==> config.mk <==
export PLATFORM = sky130hd
export DESIGN_NAME = block_store_address_sequencer_core
export DESIGN_NICKNAME = d
export VERILOG_FILES = /design/src/sv/bsas_pkg.sv /design/src/sv/block_store_address_sequencer_core.sv /design/src/sv/bsas_datapath.sv /design/src/sv/bsas_controller.sv
export SDC_FILE = /design/constraint.sdc
export NUM_CORES = 1
export LEC_CHECK = 0
export CAP_MARGIN = 25
export CORE_MARGIN = 1.5
export CORE_UTILIZATION = 55
export DETAILED_ROUTE_END_ITERATION = 8
export DONT_BUFFER_PORTS = 1
export PLACE_DENSITY = 0.68
export SLEW_MARGIN = 20
export SYNTH_ARGS = -nofsm -noshare
export SYNTH_HDL_FRONTEND = slang
export SYNTH_HIERARCHICAL = 1
export SYNTH_SLANG_ARGS = --single-unit
==> constraint.sdc <==
create_clock -name clock -period 6.15 [get_ports clock]
set_clock_uncertainty 0.1 [all_clocks]
set_input_delay 0.3075 -clock clock [delete_from_list [all_inputs] [get_ports clock]]
set_output_delay 0.3075 -clock clock [all_outputs]
set_load 0.005 [all_outputs]
==> src/sv/bsas_pkg.sv <==
// Package for the block store address sequencer: request and response word
// types and the command/status structs between controller and datapath.
// No dependencies.
package bsas_pkg;

   localparam int unsigned REGISTER_COUNT = 16;
   localparam int unsigned LIST_BITS      = 16;
   localparam int unsigned REG_IDX_BITS   = 4;

   typedef struct packed {
      logic [31:0] instruction_word;
      logic [31:0] base_value;
      logic [1:0]  current_mode;
   } req_word_type;

   typedef struct packed {
      logic        transfer_valid;
      logic [31:0] transfer_address;
      logic [3:0]  source_register;
      logic [1:0]  source_bank;
      logic        dummy_read;
      logic        writeback_valid;
      logic [31:0] writeback_address;
      logic        address_exception;
      logic        last_item;
   } rsp_word_type;

   // controller -> datapath
   typedef struct packed {
      logic load;   // capture a new request word
      logic step;   // build the next response word into the output register
   } dp_cmd_type;

   // datapath -> controller
   typedef struct packed {
      logic last;   // the word built on this step is the final one
   } dp_sts_type;

endpackage

==> src/sv/block_store_address_sequencer_core.sv <==
// Block store address sequencer: one request word (store-multiple instruction,
// base value, mode) yields one response word per set bit of the register list,
// ascending, or a single marker word for an empty list. The request is taken in
// the idle state, then the sequencer emits one response word per cycle, when
// the output register is free, so the next request is taken only after the
// final word is built; the rate is set by the single find-lowest-bit step in
// the datapath. A final word may still wait in the output register while the
// next request is accepted.
// Depends on bsas_pkg, bsas_controller, bsas_datapath.
module block_store_address_sequencer_core #(
   parameter int unsigned ADDRESS_BITS = 26
) (
   input  logic                   clock,
   input  logic                   reset,
   input  logic                   req_valid,
   output logic                   req_stall,
   input  bsas_pkg::req_word_type req_data,
   output logic                   rsp_valid,
   input  logic                   rsp_stall,
   output bsas_pkg::rsp_word_type rsp_data
);

   bsas_pkg::dp_cmd_type cmd;
   bsas_pkg::dp_sts_type sts;

   bsas_controller u_ctrl (
      .clock     (clock),
      .reset     (reset),
      .req_valid (req_valid),
      .req_stall (req_stall),
      .rsp_valid (rsp_valid),
      .rsp_stall (rsp_stall),
      .cmd       (cmd),
      .sts       (sts)
   );

   bsas_datapath #(
      .ADDRESS_BITS (ADDRESS_BITS)
   ) u_dp (
      .clock    (clock),
      .req_data (req_data),
      .cmd      (cmd),
      .sts      (sts),
      .rsp_data (rsp_data)
   );

endmodule

==> src/sv/bsas_datapath.sv <==
// Datapath of the block store address sequencer: working registers for the
// register list and address, and the response output register.
// Depends on bsas_pkg.
module bsas_datapath #(
   parameter int unsigned ADDRESS_BITS = 26
) (
   input  logic                  clock,
   input  bsas_pkg::req_word_type req_data,
   input  bsas_pkg::dp_cmd_type  cmd,
   output bsas_pkg::dp_sts_type  sts,
   output bsas_pkg::rsp_word_type rsp_data
);

   localparam logic [31:0] HighMask = ~((32'd1 << ADDRESS_BITS) - 32'd1);

   localparam logic [2:0] NibbleCount [16] = '{
      3'd0, 3'd1, 3'd1, 3'd2, 3'd1, 3'd2, 3'd2, 3'd3,
      3'd1, 3'd2, 3'd2, 3'd3, 3'd2, 3'd3, 3'd3, 3'd4
   };

   logic [15:0] list_ff, list_in;
   logic [31:0] addr_ff, addr_in;
   logic        exc_ff, exc_in;
   logic        first_ff, first_in;
   logic [1:0]  bank_ff, bank_in;
   logic        wbv_ff, wbv_in;
   logic [31:0] wba_ff, wba_in;
   bsas_pkg::rsp_word_type out_ff, out_in;

   // request decode
   logic [31:0] instr;
   logic [31:0] base;
   logic        pre, up, sbit, wbit;
   logic [3:0]  rn;
   logic [15:0] req_list;
   logic [4:0]  count;
   logic [31:0] len;
   logic [31:0] first_addr;

   // step
   logic [15:0] next_list;
   logic [3:0]  src_idx;
   logic        is_last;
   logic        xfer;

   always_comb begin
      instr    = req_data.instruction_word;
      base     = req_data.base_value;
      pre      = instr[24];
      up       = instr[23];
      sbit     = instr[22];
      wbit     = instr[21];
      rn       = instr[19:16];
      req_list = instr[15:0];
      count    = {2'b00, NibbleCount[req_list[3:0]]}
               + {2'b00, NibbleCount[req_list[7:4]]}
               + {2'b00, NibbleCount[req_list[11:8]]}
               + {2'b00, NibbleCount[req_list[15:12]]};
      len        = {25'd0, count, 2'b00};
      first_addr = base - (up ? 32'd0 : len) + ((up ^ pre) ? 32'd0 : 32'd4);
   end

   // lowest set bit of the remaining list
   always_comb begin
      src_idx = '0;
      for (int i = 15; i >= 0; i--) begin
         if (list_ff[i]) src_idx = 4'(i);
      end
   end

   always_comb begin
      next_list = list_ff & (list_ff - 16'd1);
      is_last   = (next_list == 16'd0);
      xfer      = (list_ff != 16'd0);
      sts.last  = is_last;

      list_in  = list_ff;
      addr_in  = addr_ff;
      exc_in   = exc_ff;
      first_in = first_ff;
      bank_in  = bank_ff;
      wbv_in   = wbv_ff;
      wba_in   = wba_ff;
      out_in   = out_ff;

      if (cmd.load) begin
         list_in  = req_list;
         addr_in  = first_addr;
         exc_in   = ((first_addr & HighMask) != 32'd0);
         first_in = 1'b1;
         bank_in  = sbit ? 2'd0 : req_data.current_mode;
         wbv_in   = wbit && (rn != 4'd15);
         wba_in   = up ? (base + len) : (base - len);
      end else if (cmd.step) begin
         // empty list falls through as the marker word
         out_in.transfer_valid    = xfer;
         out_in.transfer_address  = addr_ff;
         out_in.source_register   = src_idx;
         out_in.source_bank       = bank_ff;
         out_in.dummy_read        = xfer & exc_ff;
         out_in.writeback_valid   = first_ff & wbv_ff;
         out_in.writeback_address = first_ff ? wba_ff : 32'd0;
         out_in.address_exception = is_last & exc_ff;
         out_in.last_item         = is_last;
         list_in  = next_list;
         addr_in  = addr_ff + 32'd4;
         first_in = 1'b0;
      end
   end

   always_ff @(posedge clock) begin
      list_ff  <= list_in;
      addr_ff  <= addr_in;
      exc_ff   <= exc_in;
      first_ff <= first_in;
      bank_ff  <= bank_in;
      wbv_ff   <= wbv_in;
      wba_ff   <= wba_in;
      out_ff   <= out_in;
   end

   assign rsp_data = out_ff;

endmodule

==> src/sv/bsas_controller.sv <==
// Controller of the block store address sequencer: idle/busy state machine
// and response valid register. Depends on bsas_pkg.
module bsas_controller (
   input  logic                 clock,
   input  logic                 reset,
   input  logic                 req_valid,
   output logic                 req_stall,
   output logic                 rsp_valid,
   input  logic                 rsp_stall,
   output bsas_pkg::dp_cmd_type cmd,
   input  bsas_pkg::dp_sts_type sts
);

   localparam logic StIdle = 1'b0;
   localparam logic StBusy = 1'b1;

   logic state_ff, state_in;
   logic rsp_valid_ff, rsp_valid_in;
   logic out_free;

   always_comb begin
      req_stall = (state_ff != StIdle);
      out_free  = !rsp_valid_ff || !rsp_stall;
      cmd.load  = 1'b0;
      cmd.step  = 1'b0;
      state_in  = state_ff;
      rsp_valid_in = rsp_valid_ff && rsp_stall;

      unique case (state_ff)
         StIdle: begin
            if (req_valid) begin
               cmd.load = 1'b1;
               state_in = StBusy;
            end
         end
         StBusy: begin
            if (out_free) begin
               cmd.step     = 1'b1;
               rsp_valid_in = 1'b1;
               if (sts.last) state_in = StIdle;
            end
         end
         default: state_in = StIdle;
      endcase
   end

   always_ff @(posedge clock) begin
      if (reset) begin
         state_ff     <= StIdle;
         rsp_valid_ff <= 1'b0;
      end else begin
         state_ff     <= state_in;
         rsp_valid_ff <= rsp_valid_in;
      end
   end

   assign rsp_valid = rsp_valid_ff;

endmodule

==> results by group <==
Status
  – Status: finished, final reports clean

Yosys
  – Number of library cell types mapped by synthesis: 70
  – Post-synthesis sequential area ratio: 0.468
  – Post-synthesis net count: 1157
  – Most used DFF post-synth: edfxtp_1
  – Mapped Area: 10300 sq um
  – Mapped Avg Cell Area: roughly 10 sq um
  – #FFs+latches synth: 162
  – Post-synth EDFFs: 159
  – Post-synth ARST share: 0
  – Post-Synthesis Cells: 997
  – Synth warn: 6

Worst setup path
  – Worst-path maximum fanout: 6
  – R2r setup slk: 2.70 ns
  – Crit end category: flip-flop
  – Critical path origin: req_data[38]
  – RR Startpoint: u_dp/list_ff[2]
  – Critical path arrival: ~5.7 ns
  – Critical path required time: 6.23 ns
  – Worst r2r dst: u_ctrl/req_stall
  – R2R depth: 10
  – Crit Path Class: in2reg
  – Critical Path Sink: u_dp/wba_ff[31]
  – Crit start category: primary input

Timing
  – Worst slew pin tran: 0.873 ns
  – Total negative slack: 0 ns
  – Final Hold Fails: 0
  – Post-route setup slack: 0.494 ns
  – Period utilization: 0.920
  – # setup viols final: 0
  – Final Critical Period: 5.66 ns
  – FMAX: between 150 and 200 MHz
  – Pins Over Slew Limit: 0
  – RSZ-0062 raised after global routing: no
  – Relative slew slack: 0.418

Clock network
  – Max clock buf depth: 2
  – Clk_lat worst skew: 0.44 ns
  – Total CTS buffers: 17
  – Root buffer cell: clkbuf_16
  – CTS tree: done
  – Clock Pin Slew Worst Setup and Hold Paths: 0.06 ns
  – H-tree depth: 4
  – CTS Sinks: 162

Floorplan
  – CORE AREA: 18200 sq um
  – Rows: 49
  – Initial core utilization: 0.567
  – DIE WIDTH: 140 um
  – DIE AREA: 19600 sq um
  – IO Count: 147
  – Die span in y: between 100 and 150 um

Route
  – Initial DRC count: 515
  – Antenna viol nets, final: 0
  – Vias post-DR: roughly 7400
  – DRC: 0
  – Drt wl/cell: 17.2 um
  – Drt pass-1 iters: 5
  – Vias per cell: 5.74
  – Total Wirelength: between 20 and 25 mm

Layout
  – Most common cell after layout, fill and taps aside: edfxtp_1
  – Ant diodes: 0
  – Final Cell Area: 11700 sq um
  – Area grow syn2layout: 12.9%
  – Most frequent cells in the layout: edfxtp_1 (159), a21oi_1 (91), ha_1 (82)
  – Register Area: 4830 sq um
  – Multi-input logic area: 5140 sq um
  – Fillers: between 1000 and 1500
  – Layout Nets: 1203
  – Layout cells sized above 1: 0.0748

Flow run
  – Max_cap viols: 0

GRT
  – Tot GR Track Use: 0.231
  – Pin count of the biggest net entering global routing: 82
  – Initial antenna violation count: 0
  – Global-route wire length before repair: 35.6 mm
  – Vias in the first global route: 7084
  – GRT overflow: 0

Placement
  – Area after DPL: 10800 sq um
  – Final HPWL DP: 16.0 mm
  – Pre-CTS WS: 0.134 ns
  – RD Place Congestion: 0.858
  – Number of port buffers: 0

Pwr
  – Total power: 4.35 mW
  – LEAKAGE: between 4 and 5 nW
  – Cell area power density: 373 nW/um^2
  – Worst VDD drop: 215 uV

Worst hold path
  – Worst min path class: in2reg
final cells by class:
type,instances,share of cell area
sequential,162,0.415
tap,229,0.0246
inverter,74,0.0238
timing repair buffer,50,0.0391
clock inverter,12,0.0196
multi-input combinational,738,0.441
clock buffer,20,0.0375
registers in the layout, summed over array words and instances, names as in the netlist:
name,cells
u_ctrl/rsp_valid,1
u_dp/first_ff,1
u_dp/exc_ff,1
u_dp/wba_ff,32
u_ctrl/req_stall,1
u_dp/wbv_ff,1
u_dp/addr_ff,32
u_dp/list_ff,16
u_dp/rsp_data,75
u_dp/bank_ff,2
routing by layer:
layer  up-vias  share of wire  GRT usage
li1       3694              -          -
met1      3442           0.46      0.305
met2       213           0.47      0.377
met3        28          0.056     0.0568
met4         0          0.018     0.0748
met5         -              0          0
critical path, stage by stage:
cell and delay (ns):
inv_1 0.02, ha_1 0.19, mux2_2 0.25, a21oi_1 0.20, fa_1 0.45, inv_1 0.09, fa_1 0.38, inv_1 0.07
ha_1 0.16, inv_1 0.05, fa_1 0.37, xor2_1 0.34, and3_1 0.25, ha_1 0.15, nor2_1 0.04, buf_4 0.17
ha_1 0.30, a211oi_1 0.23, o21ai_1 0.14, a211oi_1 0.38, a211oi_1 0.18, o31ai_1 0.32, a21oi_1 0.16, a41o_1 0.28
a21oi_1 0.17, xnor2_1 0.08
repair_timing:
| action | CTS | global route |
|---|---|---|
| resized for setup | 0 | 0 |
| hold buffers | 21 | 0 |
| setup buffers | 0 | 0 |
| hold endpoints to repair | 21 | 0 |
power by group:
group	switching (mW)	leakage (nW)	internal, mW
registers	0.116	1.54	1.50
clock network	0.444	0.312	0.766
logic	0.848	2.83	0.685
cell families (layout without fill, tap and decap cells):
family,after synthesis,in the layout,share of synthesized area
adders and majority gates,92,92,0.117
and+or+nand+nor,298,298,0.145
AOI/OAI and AO/OA,248,248,0.148
muxes,10,10,0.0102
xor gates and xnor gates,90,90,0.0763
DFF,162,162,0.468
buffers and inverters,97,156,0.0353
metrics by stage:
stage / utilization / hold WS [ns] / std cells
2_1_floorplan: - / 0.280 / 997
5_1_grt: 0.640 / 0.0206 / 1285
4_1_cts: 0.640 / 0.00811 / 1285
6_report: 0.640 / 0.0129 / 1285
3_3_place_gp: 0.590 / 0.280 / 1230
3_5_place_dp: 0.592 / 0.283 / 1232
worst min path at each step:
stage	from	endpoint	slack, ns	cells after the start
after floorplan	reset	u_ctrl/req_stall	0.28	1
after global placement	reset	u_ctrl/req_stall	0.28	1
after detailed placement	reset	u_ctrl/req_stall	0.28	1
after CTS	req_data[35]	u_dp/list_ff[1]	0.008	2
after global routing	req_data[55]	u_dp/wbv_ff	0.02	2
final	req_data[55]	u_dp/wbv_ff	0.01	2
cell usage after synthesis, drive strengths merged, types with 3 or more instances:
library cell / n / area (sq um)
a211oi: 10 / 80.1
a41oi: 4 / 35.0
xnor2: 58 / 508
o211ai: 5 / 37.5
xor2: 32 / 280
a31oi: 6 / 37.5
mux2: 4 / 45.0
inv: 74 / 278
mux2i: 6 / 60.1
o31ai: 6 / 45.0
nand4: 6 / 37.5
and2: 44 / 277
a21o: 19 / 143
nand2: 76 / 285
ha: 82 / 1030
nor2: 79 / 312
fa: 8 / 160
nor3: 14 / 70.1
or2: 6 / 37.5
nand2b: 16 / 115
dfxtp: 3 / 60.1
o21ai: 58 / 290
o21a: 12 / 90.1
a21oi: 91 / 455
edfxtp: 159 / 4770
nor3b: 3 / 22.5
nor4: 4 / 25.0
and4: 5 / 43.8
or3: 4 / 30.0
nand3: 19 / 95.1
and3: 12 / 75.1
clkbuf: 21 / 78.8
o21bai: 10 / 75.1
nor2b: 5 / 31.3
Note: power is estimated with default switching activity, not from simulation.
